`config.mk`:
```
export PLATFORM = sky130hd
export DESIGN_NAME = fca_sum_tree
export DESIGN_NICKNAME = d
export VERILOG_FILES = /design/src/fca_pkg.sv /design/src/fca_sum_tree.sv
export SDC_FILE = /design/constraint.sdc
export NUM_CORES = 1
export LEC_CHECK = 0
export BUFFER_PORTS_ARGS = -buffer_cell sky130_fd_sc_hd__buf_2
export CAP_MARGIN = 25
export CORE_ASPECT_RATIO = 0.6
export CORE_MARGIN = 1.5
export CORE_UTILIZATION = 30
export CTS_CLUSTER_DIAMETER = 60
export DETAILED_ROUTE_END_ITERATION = 8
export SLEW_MARGIN = 15
export SYNTH_ARGS = -nofsm -noshare
export SYNTH_HDL_FRONTEND = slang
export SYNTH_SLANG_ARGS = --single-unit
```
`constraint.sdc`:
```
create_clock -name clk -period 9.6 [get_ports clk]
set_input_delay 1.92 -clock clk [delete_from_list [all_inputs] [get_ports clk]]
set_output_delay 1.92 -clock clk [all_outputs]
set_load 0.01 [all_outputs]
```
`src/fca_pkg.sv`:
```
// package: widths, register indexes and pipeline control types for the fir filter
`timescale 1ns / 1ps
`default_nettype none

package fca_pkg;

  // field widths
  localparam int ABSC_W      = 32;
  localparam int SAMPLE_W    = 16;
  localparam int COEF_W      = 16;
  localparam int PROD_W      = SAMPLE_W + COEF_W;
  localparam int FILT_W      = 36;
  localparam int TAP_CNT_W   = 5;
  localparam int CFG_IDX_W   = 3;
  localparam int CFG_DATA_W  = 64;

  // coefficient packing: four q2.14 taps per 64-bit word
  localparam int COEF_WORDS     = 4;
  localparam int COEFS_PER_WORD = 4;
  localparam int COEF_TAPS      = COEF_WORDS * COEFS_PER_WORD;
  localparam int COEF_IDX_W     = $clog2(COEF_TAPS);

  // adder tree: sixteen leaves, four groups of four
  localparam int TREE_LEAVES = COEF_TAPS;
  localparam int GROUP_SIZE  = 4;
  localparam int TREE_GROUPS = TREE_LEAVES / GROUP_SIZE;
  localparam int MID_W       = PROD_W + $clog2(GROUP_SIZE);

  // register reset values
  localparam logic [TAP_CNT_W-1:0]  TAP_COUNT_RST = TAP_CNT_W'(1);
  localparam logic [CFG_DATA_W-1:0] COEF_A_RST    = CFG_DATA_W'(16384);
  localparam logic [CFG_DATA_W-1:0] COEF_RST      = '0;

  typedef enum logic [CFG_IDX_W-1:0] {
    REG_TAP_COUNT = 3'd0,
    REG_COEF_A    = 3'd1,
    REG_COEF_B    = 3'd2,
    REG_COEF_C    = 3'd3,
    REG_COEF_D    = 3'd4
  } cfg_reg_t;

  typedef struct packed {
    logic ld_mid;
    logic ld_out;
  } tree_ctrl_t;

endpackage

`default_nettype wire

```
`src/fca_sum_tree.sv`:
```
// two-level registered adder tree over the cell products
`timescale 1ns / 1ps
`default_nettype none

module fca_sum_tree import fca_pkg::*; (
  input  logic                     clk,
  input  tree_ctrl_t               ctrl,
  input  logic signed [PROD_W-1:0] prod [TREE_LEAVES],
  output logic signed [FILT_W-1:0] sum
);

  logic signed [MID_W-1:0]  part      [TREE_GROUPS];
  logic signed [MID_W-1:0]  part_next [TREE_GROUPS];
  logic signed [FILT_W-1:0] sum_next;

  always_comb begin
    for (int g = 0; g < TREE_GROUPS; g++) begin
      part_next[g] = '0;
      for (int k = 0; k < GROUP_SIZE; k++) begin
        part_next[g] = part_next[g] + MID_W'(prod[g*GROUP_SIZE + k]);
      end
    end
  end

  always_comb begin
    sum_next = '0;
    for (int g = 0; g < TREE_GROUPS; g++) begin
      sum_next = sum_next + FILT_W'(part[g]);
    end
  end

  always_ff @(posedge clk) begin
    if (ctrl.ld_mid) begin
      part <= part_next;
    end
    if (ctrl.ld_out) begin
      sum <= sum_next;
    end
  end

endmodule

`default_nettype wire

```
Word-level counts from Yosys, hierarchy flattened
Cells that the tools add are included.
{"block": "totals", "reg_bits": 172, "inputBits": 515, "output_inout_bits": 36, "elab_cells": 20}
{"block": "classes", "add_sub_neg": 15}
{"op": "33-bit by 32-bit adder with 34-bit output", "count": 4}
{"op": "34-bit by 32-bit adder with 34-bit output", "count": 4}
{"op": "32-bit by 32-bit adder with 33-bit output", "count": 4}
{"op": "35-bit by 34-bit adder with 36-bit output", "count": 1}
{"op": "36-bit by 34-bit adder with 36-bit output", "count": 1}
{"op": "34-bit by 34-bit adder with 35-bit output", "count": 1}

Longest topological paths before layout
{"block": "depth", "word_depth": 3, "mapped_depth": 16, "mapped_depth_nobuf": 16}

Worst setup path after synthesis
Ideal clock, no wire load.
{"block": "synth_timing", "path_type": "input -> register", "start": "input prod[385] (netlist bit)", "end": "register part[135] (netlist bit), data pin", "setup_ps": 264, "arrival_time_ps": 5219, "t_required_ps": 9336, "slack_ps": 4117, "cell_stages": 13, "path_buffers": 0, "path_cell_list": "fa_1 fa_1 ha_1 fa_1 a21o_1 a21oi_1 o211ai_1 and3_1 a31oi_1 o21ai_0 a31oi_1 o31ai_1 xnor2_1"}
{"item": "start: declaration", "line_no": "fca_sum_tree.sv:8", "source": "input logic signed [PROD_W-1:0] prod [TREE_LEAVES],"}
{"item": "end signal: assignment", "line_no": "fca_sum_tree.sv:34", "source": "part <= part_next;"}
{"item": "end: declaration", "line_no": "fca_sum_tree.sv:12", "source": "logic signed [MID_W-1:0] part [TREE_GROUPS];"}

==> impl_metrics.tcl <==
set metrics [dict create \
    ff2ff_setup_slack_ps 5040 \
    netlist.area_leader.share_pct 29.03 \
    grt_pass1_wl_um 97090 \
    yosysWarnings 0 \
    postRouteAntennaNets 0 \
    clockRootBuffer "clkbuf_16" \
    cts_tree "built" \
    max_slew_margin_pct 43.09 \
    synth.distinct_cells 75 \
    worst_path_max_delay_cell "fa_1" \
    syn_to_final_growth_pct 19.95 \
    hold_viol_final 0 \
    synth_seq_cells 172 \
    crit_type "input port to flop" \
    cts-htree-levels 4 \
    antenna_found_initial 6 \
    routed_wl_um 63660 \
    finalCritPeriodShare_pct 58.31 \
    grt_setup_unrepaired "no" \
    track_usage_pct 16.52 \
    postSynthCellCount 2374 \
    place_congestion 0.8910 \
    drc 0 \
    drt_iter0_drc 814 \
    setup_viol 0 \
    cts_setup_buffers 0 \
    first_pass_iters 5 \
    start_util_pct 30.54 \
    synth_largest_area_cell "fa_1" \
    worst_slew_pin_slew_ps 853.7 \
    status "completed" \
    drv_slew 0 \
    cap_violations 0 \
    dieArea_mm2 0.07733 \
    syn_area_mm2 0.02269 \
    hp-class "flop to flop" \
    fmax_ghz 0.1786 \
    overflow 0 \
    synth_ff_type "edfxtp_1" \
    synthTopCellsByArea "fa_1, edfxtp_1, inv_1, ha_1, xnor2_1" \
    fillers 7636 \
    num_rows 77 \
    crit_chain "buf_2 -> fa_1 -> fa_1 -> ha_1 -> fa_1 -> a21o_1 -> a21oi_1 -> o211ai_1 -> and3_1 -> a31oi_1 -> o21ai_0 -> a31oi_1 -> o31ai_1 -> xnor2_1" \
    ys_async_sr_fraction_pct 0 \
    routedWlPerCell_um 16.23 \
    arrival_ps 5800 \
    cts-resized-gates 0 \
    cts_buffer_depth 2 \
    cpPeakStageDelay_ps 540 \
    drive_gt1_share_pct 20.60 \
    cp_max_fo 3 \
    tns_ps 0 \
    path_buf_inv 1 \
    coreArea_mm2 0.07428 \
    route.vias.total 17060 \
    clock-sinks 172 \
    routed_via_density 4.350 \
    period_needed_ps 5598 \
    synth_edf_count 172 \
    io_buffers 550 \
    avgSynthCellArea_um2 9.556 \
    register_area_mm2 0.005165 \
    synth_nets 3385 \
    critPathCaptureType "flop" \
    die_x_um 358.0 \
    grt_max_degree 76 \
    required_ps 9800 \
    final_nets 3930 \
    skew_ps 13.01 \
    clk_pin_slew_ps 70 \
    critPathMostFrequentCell "fa_1" \
    clock_latency_ps 460 \
    die_y_um 216.0 \
    numCtsBuffers 17 \
    cp-start-kind "input port" \
    grt_pass1_vias 17510 \
    ios 551 \
    hold_buffers 0 \
    synth.yosys.seq_area_share_pct 22.77 \
    crit_family "compound AO/OA/AOI/OAI gates" \
    post-dp-hpwl_um 56650 \
    multi_input_area_mm2 0.01446 \
]
## worst min-delay path, cell delays in order, from the launching register on
cell,delay (ps)
edfxtp_1,350
fa_1,160
ha_1,120
## state kept, by name, summed over array words and instances (netlist names)
name,flops
part,136
sum,36
## layout by cell type (no fill, tap or decap), drive strengths merged, types with 5 or more instances in the layout
cell type,netlist,layout
a211o,5,5
a211oi,14,14
a21boi,5,5
a21o,113,113
a21oi,139,139
a221oi,6,6
a31oi,23,23
and2,9,9
and3,16,16
and4,8,8
buf,1,551
clkbuf,24,17
clkinv,0,5
edfxtp,172,172
fa,329,329
ha,167,167
inv,791,796
nand2,65,65
nand2b,17,17
nand3,30,30
nand4,18,18
nor2,64,64
nor2b,19,19
nor3,9,9
o211ai,5,5
o21a,24,24
o21ai,78,78
o21bai,13,13
o311ai,5,5
o31ai,9,9
xnor2,102,102
xor2,46,46
## synthesized netlist by cell type, types with 2 or more instances
master       n
o21ai_0     74
o211a_1      3
nand2b_1    17
a211o_1      5
or4b_1       2
o31ai_1      8
nor2_1      64
o21bai_1    13
edfxtp_1   172
a31o_2       2
nor3_1       9
xnor2_1    102
a21o_1     113
o21ai_1      3
and3_1      15
ha_1       167
a311o_1      3
o2111ai_1    3
a41oi_1      3
a21boi_0     4
nor2b_1     19
inv_1      791
and4_1       8
a31oi_1     22
and2_1       8
a211oi_2     2
or2_2        3
fa_1       329
a211oi_1    12
o211ai_1     5
nand4_1     18
a221oi_1     5
clkbuf_1    24
xor2_1      46
o31a_1       4
or3_1        2
o311ai_0     3
nand2_1     65
o21a_1      24
nand3_1     30
a21oi_1    138
## cell families after synthesis
| group | Yosys count | share of synthesized area (%) |
|---|---|---|
| buffers and inverters | 816 | 13.50 |
| AOI/OAI and AO/OA | 473 | 13.80 |
| xor gates and xnor gates | 148 | 5.714 |
| adders and majority gates | 496 | 38.24 |
| DFF | 172 | 22.77 |
| and+or+nand+nor | 269 | 5.973 |
## area by class of cell
class | instances | area share, %
Tap cell | 987 | 4.538
Clock inverter | 15 | 0.6805
Multi-Input combinational cell | 1386 | 53.13
Antenna cell | 3 | 0.02759
Timing Repair Buffer | 551 | 10.17
Sequential cell | 172 | 18.98
Inverter | 791 | 10.91
Clock buffer | 17 | 1.563
## per-layer routing
layer  global-route usage [%]  vias up  routed length, µm
li1                         -     8539                  -
met4                    3.347        2                968
met2                    24.07      462              25900
met5                        0        -                 13
met3                    2.630       44               3582
met1                    25.49     8014              33200
## final timing paths
path	from	end	cells after the start
worst max-delay path	prod[385]	part[135]	14
worst min-delay path	part[68]	sum[0]	2
worst max register to register	part[1]	sum[25]	16
worst min register to register	part[68]	sum[0]	2
## per-stage QoR
stage | utilization, % | hold WS (ps) | worst slack, ps | instances | cell area [µm²]
floorplan | - | 525.6 | 4117 | 2374 | 22690
global placement | 35.80 | 700.5 | 3518 | 3887 | 26590
detailed placement | 35.80 | 725.2 | 3452 | 3887 | 26590
CTS | 36.62 | 743.1 | 3943 | 3919 | 27200
global route | 36.63 | 778.6 | 3722 | 3920 | 27210
finish | 36.63 | 740.8 | 4002 | 3922 | 27210
Power is not shown: default switching activity piles up to over one toggle a cycle in this logic, so the estimate is an artifact.
