**src/fca_pkg.sv**
```systemverilog
// package: widths, register indexes and pipeline control types for the fir filter
`timescale 1ns / 1ps
`default_nettype none

package fca_pkg;

  // field widths
  localparam int ABSC_W      = 32;
  localparam int SAMPLE_W    = 16;
  localparam int COEF_W      = 16;
  localparam int PROD_W      = SAMPLE_W + COEF_W;
  localparam int FILT_W      = 36;
  localparam int TAP_CNT_W   = 5;
  localparam int CFG_IDX_W   = 3;
  localparam int CFG_DATA_W  = 64;

  // coefficient packing: four q2.14 taps per 64-bit word
  localparam int COEF_WORDS     = 4;
  localparam int COEFS_PER_WORD = 4;
  localparam int COEF_TAPS      = COEF_WORDS * COEFS_PER_WORD;
  localparam int COEF_IDX_W     = $clog2(COEF_TAPS);

  // adder tree: sixteen leaves, four groups of four
  localparam int TREE_LEAVES = COEF_TAPS;
  localparam int GROUP_SIZE  = 4;
  localparam int TREE_GROUPS = TREE_LEAVES / GROUP_SIZE;
  localparam int MID_W       = PROD_W + $clog2(GROUP_SIZE);

  // register reset values
  localparam logic [TAP_CNT_W-1:0]  TAP_COUNT_RST = TAP_CNT_W'(1);
  localparam logic [CFG_DATA_W-1:0] COEF_A_RST    = CFG_DATA_W'(16384);
  localparam logic [CFG_DATA_W-1:0] COEF_RST      = '0;

  typedef enum logic [CFG_IDX_W-1:0] {
    REG_TAP_COUNT = 3'd0,
    REG_COEF_A    = 3'd1,
    REG_COEF_B    = 3'd2,
    REG_COEF_C    = 3'd3,
    REG_COEF_D    = 3'd4
  } cfg_reg_t;

  typedef struct packed {
    logic ld_mid;
    logic ld_out;
  } tree_ctrl_t;

endpackage

`default_nettype wire

```
**src/fca_tap_cell.sv**
```systemverilog
// one tap cell: holds a window entry, passes it on, multiplies it by its coefficient
`timescale 1ns / 1ps
`default_nettype none

module fca_tap_cell import fca_pkg::*; (
  input  logic                       clk,
  input  logic                       rst,
  input  logic                       shift,
  input  logic signed [SAMPLE_W-1:0] sample_in,
  input  logic signed [ABSC_W-1:0]   abscissa_in,
  input  logic signed [COEF_W-1:0]   coef,
  output logic signed [SAMPLE_W-1:0] sample_q,
  output logic signed [ABSC_W-1:0]   abscissa_q,
  output logic signed [PROD_W-1:0]   product
);

  logic signed [PROD_W-1:0] mult;

  assign mult = sample_in * coef;

  always_ff @(posedge clk) begin
    if (rst) begin
      sample_q   <= '0;
      abscissa_q <= '0;
    end else if (shift) begin
      sample_q   <= sample_in;
      abscissa_q <= abscissa_in;
    end
  end

  // product of the entry as it stands after this shift
  always_ff @(posedge clk) begin
    if (shift) begin
      product <= mult;
    end
  end

endmodule

`default_nettype wire

```
**config.mk**
```make
export PLATFORM = sky130hd
export DESIGN_NAME = fca_tap_cell
export DESIGN_NICKNAME = d
export VERILOG_FILES = /design/src/fca_pkg.sv /design/src/fca_tap_cell.sv
export SDC_FILE = /design/constraint.sdc
export NUM_CORES = 1
export LEC_CHECK = 0
export BUFFER_PORTS_ARGS = -buffer_cell sky130_fd_sc_hd__buf_4
export CAP_MARGIN = 20
export CORE_ASPECT_RATIO = 1.2
export CORE_MARGIN = 2
export CORE_UTILIZATION = 66
export CTS_CLUSTER_DIAMETER = 30
export CTS_CLUSTER_SIZE = 20
export DETAILED_ROUTE_END_ITERATION = 8
export HOLD_SLACK_MARGIN = 0.15
export PLACE_DENSITY = 0.89
export SYNTH_ARGS = -nofsm -noshare
export SYNTH_HDL_FRONTEND = slang
export SYNTH_SLANG_ARGS = --single-unit
```
**constraint.sdc**
```tcl
create_clock -name clk -period 11.9 [get_ports clk]
set_input_delay 1.19 -clock clk [delete_from_list [all_inputs] [get_ports clk]]
set_output_delay 1.19 -clock clk [all_outputs]
set_load 0.01 [all_outputs]
```
Word level (Yosys, flattened, before mapping)
Index checks and enable logic that the tools add are counted.
{"block": "word_totals", "reg_bits": 80, "out_inout_bits": 80}
{"block": "classes", "n_mul": 1}
{"cell": "multiplier 16 x 16 -> 32 bit", "n": 1}

Depth between registers and ports, before layout
Gate-level depths: netlist (run 1).
{"block": "logic_depth", "depth_word": 1, "depth_mapped": 21, "mapped_depth_nobuf": 19}

Worst setup path after synthesis (run 1)
OpenSTA, ideal clock, no wires.
{"block": "synth_path", "path_kind": "input -> register", "start": "input sample_in[15]", "end": "register product[27] (data pin)", "setup_slack_ns": 5.353, "t_arrival_ns": 6.287, "required_time_ns": 11.640, "setup_ns": 0.260, "stages": 19, "path_cell_list": "clkbuf_1 > nand2_1 > inv_1 > fa_1 > fa_1 > fa_1 > fa_1 > fa_1 > inv_1 > fa_1 > inv_1 > ha_1 > buf_2 > nand4_1 > a211oi_1 > o21ai_0 > nand2_1 > a21oi_1 > xnor2_1"}
{"block": "synth_via", "elab_chain_cells": 1}
{"item": "from (decl)", "line": "fca_tap_cell.sv:9", "source": "input logic signed [SAMPLE_W-1:0] sample_in,"}
{"item": "multiplier 16 x 16 -> 32 bit", "line": "fca_tap_cell.sv:19", "source": "assign mult = sample_in * coef;"}
{"item": "net mult[27]", "line": "fca_tap_cell.sv:17", "source": "logic signed [PROD_W-1:0] mult;"}
{"item": "to (signal assigned)", "line": "fca_tap_cell.sv:34", "source": "product <= mult;"}
{"item": "to (decl)", "line": "fca_tap_cell.sv:14", "source": "output logic signed [PROD_W-1:0] product"}
The timed path passes the listed nets, and every way through them passes these cells.
A chain may end at the register's enable or synchronous reset.

Worst setup path after layout (run 1)
Ends and elaborated chain as after synthesis.

==> results of run 1 <==
==> cells in the final DEF (no fill, tap or decap), types with 2 or more instances in the layout <==
cell type / n
sky130_fd_sc_hd__xnor2_1: 30
sky130_fd_sc_hd__a21o_1: 7
sky130_fd_sc_hd__a211oi_2: 4
sky130_fd_sc_hd__a211oi_1: 2
sky130_fd_sc_hd__edfxtp_1: 32
sky130_fd_sc_hd__a21oi_2: 2
sky130_fd_sc_hd__dfxtp_1: 48
sky130_fd_sc_hd__nand2b_1: 6
sky130_fd_sc_hd__nor2_1: 70
sky130_fd_sc_hd__inv_6: 2
sky130_fd_sc_hd__nand4_1: 4
sky130_fd_sc_hd__mux2i_1: 49
sky130_fd_sc_hd__o211ai_1: 2
sky130_fd_sc_hd__a21oi_1: 30
sky130_fd_sc_hd__xor2_1: 8
sky130_fd_sc_hd__fa_1: 262
sky130_fd_sc_hd__buf_4: 146
sky130_fd_sc_hd__nand3_1: 6
sky130_fd_sc_hd__inv_1: 288
sky130_fd_sc_hd__nor3_1: 2
sky130_fd_sc_hd__and2_1: 122
sky130_fd_sc_hd__o211ai_2: 3
sky130_fd_sc_hd__o21ai_0: 16
sky130_fd_sc_hd__o21ai_2: 2
sky130_fd_sc_hd__o21bai_1: 3
sky130_fd_sc_hd__ha_1: 82
sky130_fd_sc_hd__clkbuf_8: 2
sky130_fd_sc_hd__nand2_1: 137
sky130_fd_sc_hd__a211oi_4: 2
sky130_fd_sc_hd__clkbuf_16: 9
==> layout make-up <==
type	count	area (sq um)	share of cell area, %
tap	256	320	2.27
timing repair buffer	147	1120	7.95
clock buffer	12	256	1.81
sequential	80	1920	13.6
clock inverter	3	25.0	0.177
multi-input combinational	867	9410	66.6
inverter	288	1080	7.65
==> sequential cells by signal, summed over array words and instances (netlist names) <==
| name | count |
|---|---|
| abscissa_q | 32 |
| sample_q | 16 |
| product | 32 |
==> tightest hold or removal path: stages, from the launching register on <==
cell	delay, ns
sky130_fd_sc_hd__dfxtp_1	0.33
sky130_fd_sc_hd__mux2i_1	0.06
sky130_fd_sc_hd__nor2_1	0.07
==> logic make-up after synthesis <==
family                     Yosys count  synth area share, %
DFF                                 80                 15.2
adders and majority gates          344                 49.7
buffers and inverters              335                 10.1
and+or+nand+nor                    351                 13.3
AOI/OAI and AO/OA                   85                 5.04
xor gates and xnor gates            38                 2.64
muxes                               49                 3.89
==> worst min path at each step <==
stage                                      from                          end  depth (start not counted)
CTS                 abscissa_q[29]$_SDFFE_PP0P_  abscissa_q[29]$_SDFFE_PP0P_                          2
global placement    abscissa_q[22]$_SDFFE_PP0P_  abscissa_q[22]$_SDFFE_PP0P_                          2
detailed placement  abscissa_q[24]$_SDFFE_PP0P_  abscissa_q[24]$_SDFFE_PP0P_                          2
global route        abscissa_q[27]$_SDFFE_PP0P_  abscissa_q[27]$_SDFFE_PP0P_                          2
floorplan           abscissa_q[13]$_SDFFE_PP0P_  abscissa_q[13]$_SDFFE_PP0P_                          2
finish              abscissa_q[29]$_SDFFE_PP0P_  abscissa_q[29]$_SDFFE_PP0P_                          2
==> through the flow <==
stage | hold slack [ns] | instance area [sq um] | instances | worst slack, ns
finish | 0.496 | 14100 | 1653 | 5.05
global route | 0.521 | 14100 | 1653 | 4.76
CTS | 0.498 | 14100 | 1652 | 5.12
detailed placement | 0.482 | 13800 | 1637 | 4.81
global placement | 0.474 | 13800 | 1637 | 5.07
floorplan | 0.531 | 12600 | 1282 | 5.35
==> metal layers <==
layer / up-vias / GRT usage [%] / part of all wire, %
li1: 4053 / - / -
met1: 4747 / 36.2 / 33
met2: 442 / 59.2 / 55
met3: 169 / 4.47 / 4.9
met4: 0 / 21.6 / 7.5
met5: - / 0 / 0
==> PnR_summary.wiki, run 1 <==
{| class="wikitable"
! Metric !! Value
|-
| Total overflow reported by the global router || 0
|-
| Setup-violating endpoint count in the final report || 0
|-
| Gr usage total || roughly a third
|-
| Cell variety after synth || 46
|-
| Stages on worst setup path || 18
|-
| Number of primary I/O pins || between 100 and 150
|-
| Layout cell share with drive strength beyond 1 || a little over an eighth
|-
| EDFF count, synth || 32
|-
| Clock latency reported for the late side of the worst-skew pair || 0.34 ns
|-
| Number of buffers inserted by post-CTS setup repair || 0
|-
| Delay-heaviest family, CP || adder cells
|-
| Clock transition at the register clock pins on the worst setup and hold paths after CTS || 0.06 ns
|-
| Die outline width || roughly 130 um
|-
| Setup CP Type || input port to flop
|-
| Routed wire length || approximately 31000 um
|-
| Inserted Clock Buffers || 9
|-
| Placer's final routability congestion estimate || between 0.8 and 0.9
|-
| Post-route setup TNS || 0 ns
|-
| Fin nets || around 1800
|-
| Largest area contributor in the netlist || sky130_fd_sc_hd__fa_1
|-
| Core area || approximately 0.019 sq mm
|-
| CP endpoint kind || flop
|-
| Endpoint of the most critical register-to-register path || abscissa_q[31]$_SDFFE_PP0P_
|-
| Number of fill cells in the layout || roughly 1200
|-
| Reg-to-reg startpoint || abscissa_q[31]$_SDFFE_PP0P_
|-
| DR iter-0 viols || 676
|-
| Post_cts resized || 0
|-
| Top-count cell post-synth || sky130_fd_sc_hd__inv_1
|-
| Vias after detailed routing || about 9400
|-
| Standard-cell rows || 55
|-
| Avg Cell Area, Syn || approximately 10 sq um
|-
| Final Util || between 70% and 80%
|-
| RSZ-0062 raised after global routing || no
|-
| Synth Instances || 1282
|-
| Worst slew margin || about three fifths
|-
| Largest cells by area after synthesis || sky130_fd_sc_hd__fa_1 (42%), sky130_fd_sc_hd__inv_1 (8.6%), sky130_fd_sc_hd__ha_1 (8.1%)
|-
| Number of input and output port buffers inserted || 146
|-
| Prevailing post-synth register cell || sky130_fd_sc_hd__dfxtp_1
|-
| Worst R2R Setup Slack || between 10 and 15 ns
|-
| Share of the synthesized area in the top cell type || 41.6%
|-
| CTS hold repair buffers || 0
|-
| Clock tree from TritonCTS || built
|-
| Vias/cell || around 5.7
|-
| Depth of the worst register-to-register path || 2
|-
| Required arrival time at the worst endpoint || roughly 12 ns
|-
| DRC violations left || 0
|-
| Worst min-delay path category || flop to flop
|-
| Setup crit end || product[27]$_DFFE_PP_
|-
| Largest net degree at the start of global routing || just over 80
|-
| Detail Route Antenna Nets || 0
|-
| Antenna violations before repair || 0
|-
| DP HPWL || about 25000 um
|-
| Launching element type of the critical path || input port
|-
| Peak Freq || about 150 MHz
|-
| Via count of the first global-routing pass || ~11000
|-
| Highest net fanout along the worst path || 17
|-
| Final slew viol count || 0
|-
| Actual transition at the worst max-transition pin || between 0.6 and 0.7 ns
|-
| Sequential element share of the synthesized area || about 15%
|-
| Average detailed-routed wire length per instance || about 19 um
|-
| Critical Path Most Common Cell || sky130_fd_sc_hd__fa_1
|-
| Number of buffers and inverters on the critical path || 4
|-
| CP Cell Sequence || buf_4, nand2_1, inv_1, fa_1, fa_1, fa_1, fa_1, fa_1, inv_1, fa_1, inv_1, ha_1, nand4_1, a211oi_1, o21ai_0, nand2_1, a21oi_1, xnor2_1
|-
| Number of nets produced by synthesis || 1693
|-
| Endpoint arrival time on the critical path || between 6 and 7 ns
|-
| Initial Utilization || 67.1%
|-
| First-pass GRT wire length || between 50000 and 60000 um
|-
| Worst path max stage delay || between 0.8 and 0.9 ns
|-
| Period Utilization, post-route || between 50% and 60%
|-
| Synthesis-to-layout area growth || 12.2%
|-
| Depth of the CTS H-tree || 3
|-
| Seq cells post-synth || 80
|-
| Number of diodes || 0
|-
| Initial DRT Pass Iterations || 5
|-
| Status || finished clean
|-
| Most instantiated cells after synthesis || sky130_fd_sc_hd__inv_1 (288), sky130_fd_sc_hd__fa_1 (262), sky130_fd_sc_hd__nand2_1 (137)
|-
| Number of violations of the max-capacitance limit || 0
|-
| CTS sink cnt || 80
|-
| Standard cell with the maximum stage delay on the critical path || sky130_fd_sc_hd__fa_1
|-
| Minimum clock period || ~6.8 ns
|-
| Worst Setup SP || sample_in[15]
|-
| Buffer depth of the longest clock path || 2
|-
| Netlist area before placement || between 0.01 and 0.015 sq mm
|-
| DIE HEIGHT || 155 um
|-
| CTS root buffer || sky130_fd_sc_hd__clkbuf_16
|-
| Fraction of registers with async set or reset after synthesis || 0%
|-
| Final number of hold-violating endpoints || 0
|-
| Clock Skews || 0 ns
|-
| Synthesis warning total || 0
|-
| Total die area || just over 0.02 sq mm
|}
Power of run 1 is left out: the tool's default activity adds up to more than one toggle a clock period on the data nets, which glitch-free logic cannot reach.
==> inputs of run 2 (changes only) <==
--- a/config.mk
+++ b/config.mk
@@ -5,16 +5,17 @@
 export SDC_FILE = /design/constraint.sdc
 export NUM_CORES = 1
 export LEC_CHECK = 0
+export ABC_AREA = 1
 export BUFFER_PORTS_ARGS = -buffer_cell sky130_fd_sc_hd__buf_4
 export CAP_MARGIN = 20
 export CORE_ASPECT_RATIO = 1.2
 export CORE_MARGIN = 2
-export CORE_UTILIZATION = 66
+export CORE_UTILIZATION = 56
 export CTS_CLUSTER_DIAMETER = 30
 export CTS_CLUSTER_SIZE = 20
 export DETAILED_ROUTE_END_ITERATION = 8
 export HOLD_SLACK_MARGIN = 0.15
-export PLACE_DENSITY = 0.89
+export PLACE_DENSITY = 0.8
 export SYNTH_ARGS = -nofsm -noshare
 export SYNTH_HDL_FRONTEND = slang
 export SYNTH_SLANG_ARGS = --single-unit
==> constraint.sdc (replaced) <==
create_clock -name clk -period 5.82 [get_ports clk]
set_input_delay 0.582 -clock clk [delete_from_list [all_inputs] [get_ports clk]]
set_output_delay 0.582 -clock clk [all_outputs]
set_load 0.01 [all_outputs]
==> PnR_summary.wiki, run 2 <==
{| class="wikitable"
! Metric !! Value
|-
| Actual transition at the worst max-transition pin || 0.896 ns
|-
| Clock Skews || 0 ns
|-
| Depth of the CTS H-tree || 3
|-
| CTS sink cnt || 80
|-
| Number of buffers inserted by post-CTS setup repair || 0
|-
| Layout cell share with drive strength beyond 1 || about 14%
|-
| Standard-cell rows || 62
|-
| Setup CP Type || input port to flop
|-
| CTS root buffer || sky130_fd_sc_hd__clkbuf_16
|-
| Gr usage total || between 20% and 30%
|-
| Antenna violations before repair || 0
|-
| Number of fill cells in the layout || 1955
|-
| Synth Instances || 1712
|-
| Number of diodes || 0
|-
| Netlist area before placement || ~0.013 sq mm
|-
| Largest net degree at the start of global routing || ~80
|-
| Required arrival time at the worst endpoint || between 5 and 6 ns
|-
| Vias/cell || ~5.0
|-
| Launching element type of the critical path || input port
|-
| Minimum clock period || between 5 and 6 ns
|-
| Inserted Clock Buffers || 9
|-
| Endpoint of the most critical register-to-register path || abscissa_q[8]$_SDFFE_PP0P_
|-
| DP HPWL || roughly 27000 um
|-
| Number of input and output port buffers inserted || ~150
|-
| Most instantiated cells after synthesis || sky130_fd_sc_hd__nand2_1 (500), sky130_fd_sc_hd__inv_1 (476), sky130_fd_sc_hd__fa_1 (262)
|-
| Buffer depth of the longest clock path || 2
|-
| CP endpoint kind || flop
|-
| Cell variety after synth || 32
|-
| Prevailing post-synth register cell || sky130_fd_sc_hd__dfxtp_1
|-
| Placed cell area || around 0.015 sq mm
|-
| Worst min-delay path category || flop to flop
|-
| Clock transition at the register clock pins on the worst setup and hold paths after CTS || about 0.060 ns
|-
| Endpoint arrival time on the critical path || about 5.7 ns
|-
| Clock tree from TritonCTS || built
|-
| Multi-input gate area || 0.00945 sq mm
|-
| Die outline width || 146 um
|-
| Largest cells by area after synthesis || sky130_fd_sc_hd__fa_1 (39%), sky130_fd_sc_hd__nand2_1 (14%), sky130_fd_sc_hd__inv_1 (13%)
|-
| Seq cells post-synth || 80
|-
| DRC violations left || 0
|-
| Highest-count cells in the layout ignoring fill and taps || sky130_fd_sc_hd__nand2_1 (500), sky130_fd_sc_hd__inv_1 (476), sky130_fd_sc_hd__fa_1 (261)
|-
| Setup-violating endpoint count in the final report || 0
|-
| RSZ-0062 raised after global routing || no
|-
| Largest area contributor in the netlist || sky130_fd_sc_hd__fa_1
|-
| Routed wire length || around 33000 um
|-
| Fin nets || between 2000 and 2500
|-
| Vias after detailed routing || between 10000 and 15000
|-
| Fraction of registers with async set or reset after synthesis || 0%
|-
| Final slew viol count || 0
|-
| Reg-to-reg startpoint || abscissa_q[8]$_SDFFE_PP0P_
|-
| Leading cell type in the layout, fill and taps excluded || sky130_fd_sc_hd__nand2_1
|-
| Top-count cell post-synth || sky130_fd_sc_hd__nand2_1
|-
| Initial DRT Pass Iterations || 5
|-
| Clock latency reported for the late side of the worst-skew pair || approximately 0.34 ns
|-
| Total die area || ~0.025 sq mm
|-
| Worst slew margin || about two fifths
|-
| Depth of the worst register-to-register path || 2
|-
| CTS hold repair buffers || 0
|-
| Core area || ~0.024 sq mm
|-
| Number of primary I/O pins || roughly 150
|-
| Number of violations of the max-capacitance limit || 0
|-
| Placer's final routability congestion estimate || about 0.94
|-
| EDFF count, synth || 32
|-
| Period Utilization, post-route || between 90% and 100%
|-
| Hold path startpoint || abscissa_q[5]$_SDFFE_PP0P_
|-
| Avg Cell Area, Syn || between 7 and 8 sq um
|-
| Storage cell area || 0.00192 sq mm
|-
| Via count of the first global-routing pass || ~12000
|-
| Detail Route Antenna Nets || 0
|-
| Hold Path Stages || 2
|-
| Synthesis warning total || 0
|-
| Total overflow reported by the global router || 0
|-
| Worst R2R Setup Slack || 5.16 ns
|-
| Design Area, Final || 0.0154 sq mm
|-
| Synthesis-to-layout area growth || 14.3%
|-
| DIE HEIGHT || 174 um
|-
| Average detailed-routed wire length per instance || about 15 um
|-
| Number of nets produced by synthesis || 2123
|-
| Peak Freq || about 180 MHz
|-
| Share of the synthesized area in the top cell type || 38.9%
|-
| Sequential element share of the synthesized area || approximately 14%
|-
| Highest net fanout along the worst path || 11
|-
| Status || finished clean
|-
| Final number of hold-violating endpoints || 0
|-
| Initial Utilization || between 50% and 60%
|-
| Worst hold path endpoint || abscissa_q[5]$_SDFFE_PP0P_
|-
| Largest registers || abscissa_q x32, product x32, sample_q x16
|-
| First-pass GRT wire length || between 50000 and 60000 um
|-
| DR iter-0 viols || 575
|}
[run 2: area by class of cell]
class / instances / share of cell area [%]
Multi-Input combinational cell: 1073 / 61.4
Timing Repair Buffer: 200 / 9.83
Clock inverter: 6 / 0.366
Inverter: 481 / 11.7
Tap cell: 320 / 2.60
Sequential cell: 80 / 12.5
Clock buffer: 10 / 1.63
[run 2: worst max-delay path by stage]
stage	from	endpoint	cells after the start
after floorplan	sample_in[15]	product[31]$_DFFE_PP_	22
after global placement	coef[1]	product[27]$_DFFE_PP_	16
after CTS	coef[1]	product[27]$_DFFE_PP_	16
after global routing	sample_in[15]	product[30]$_DFFE_PP_	22
final	sample_in[15]	product[27]$_DFFE_PP_	19
after detailed placement	coef[1]	product[27]$_DFFE_PP_	18
[run 2: cells by family after synthesis]
kind of cell    after synthesis  synth area share (%)
compound gates               86                  3.34
simple gates                623                  18.9
fa+ha+maj                   344                  46.5
xor+xnor                     20                  1.30
buf+inv                     559                  15.6
flops                        80                  14.3
[run 2: timing repair]
item | 4_1_cts | 5_1_grt
endpoints found under the hold margin | 0 | 0
resized for setup | 0 | 1
setup endpoints to repair | 0 | 1
[run 2: stage by stage]
stage               setup slack [ns]  std cells  hold WS (ns)  setup TNS, ns  utilization, %
global placement            0.000236       2154         0.449              0            63.4
global route                  0.0228       2170         0.483              0            64.7
detailed placement           -0.0649       2154         0.454         -0.193            63.4
CTS                            0.275       2170         0.463              0            64.6
floorplan                     0.0259       1712         0.484              0               -
finish                         0.256       2170         0.462              0            64.7
[run 2: worst max-delay path, cell delays in order]
cell and delay, ns:
sky130_fd_sc_hd__buf_4 0.13, sky130_fd_sc_hd__buf_4 0.20, sky130_fd_sc_hd__nand2_1 0.12, sky130_fd_sc_hd__fa_1 0.53
sky130_fd_sc_hd__inv_1 0.07, sky130_fd_sc_hd__fa_1 0.50, sky130_fd_sc_hd__buf_4 0.18, sky130_fd_sc_hd__fa_1 0.45
sky130_fd_sc_hd__fa_1 0.50, sky130_fd_sc_hd__fa_1 0.49, sky130_fd_sc_hd__inv_1 0.05, sky130_fd_sc_hd__fa_1 0.48
sky130_fd_sc_hd__inv_1 0.04, sky130_fd_sc_hd__ha_1 0.34, sky130_fd_sc_hd__nand4_1 0.26, sky130_fd_sc_hd__nor3_1 0.34
sky130_fd_sc_hd__nand3_1 0.18, sky130_fd_sc_hd__nand4_1 0.10, sky130_fd_sc_hd__nand2_1 0.09
[run 2: routing by layer]
| metal | GRT usage [%] | routed length, um | up-vias | part of all wire (%) |
|---|---|---|---|---|
| met2 | 52.1 | 17600 | 371 | 54 |
| met4 | 13.3 | 1600 | 0 | 4.9 |
| li1 | - | - | 5131 | - |
| met3 | 4.20 | 1740 | 112 | 5.3 |
| met5 | 0 | 0 | - | 0 |
| met1 | 30.6 | 11600 | 5342 | 36 |
Power of run 2 is left out for the same reason.
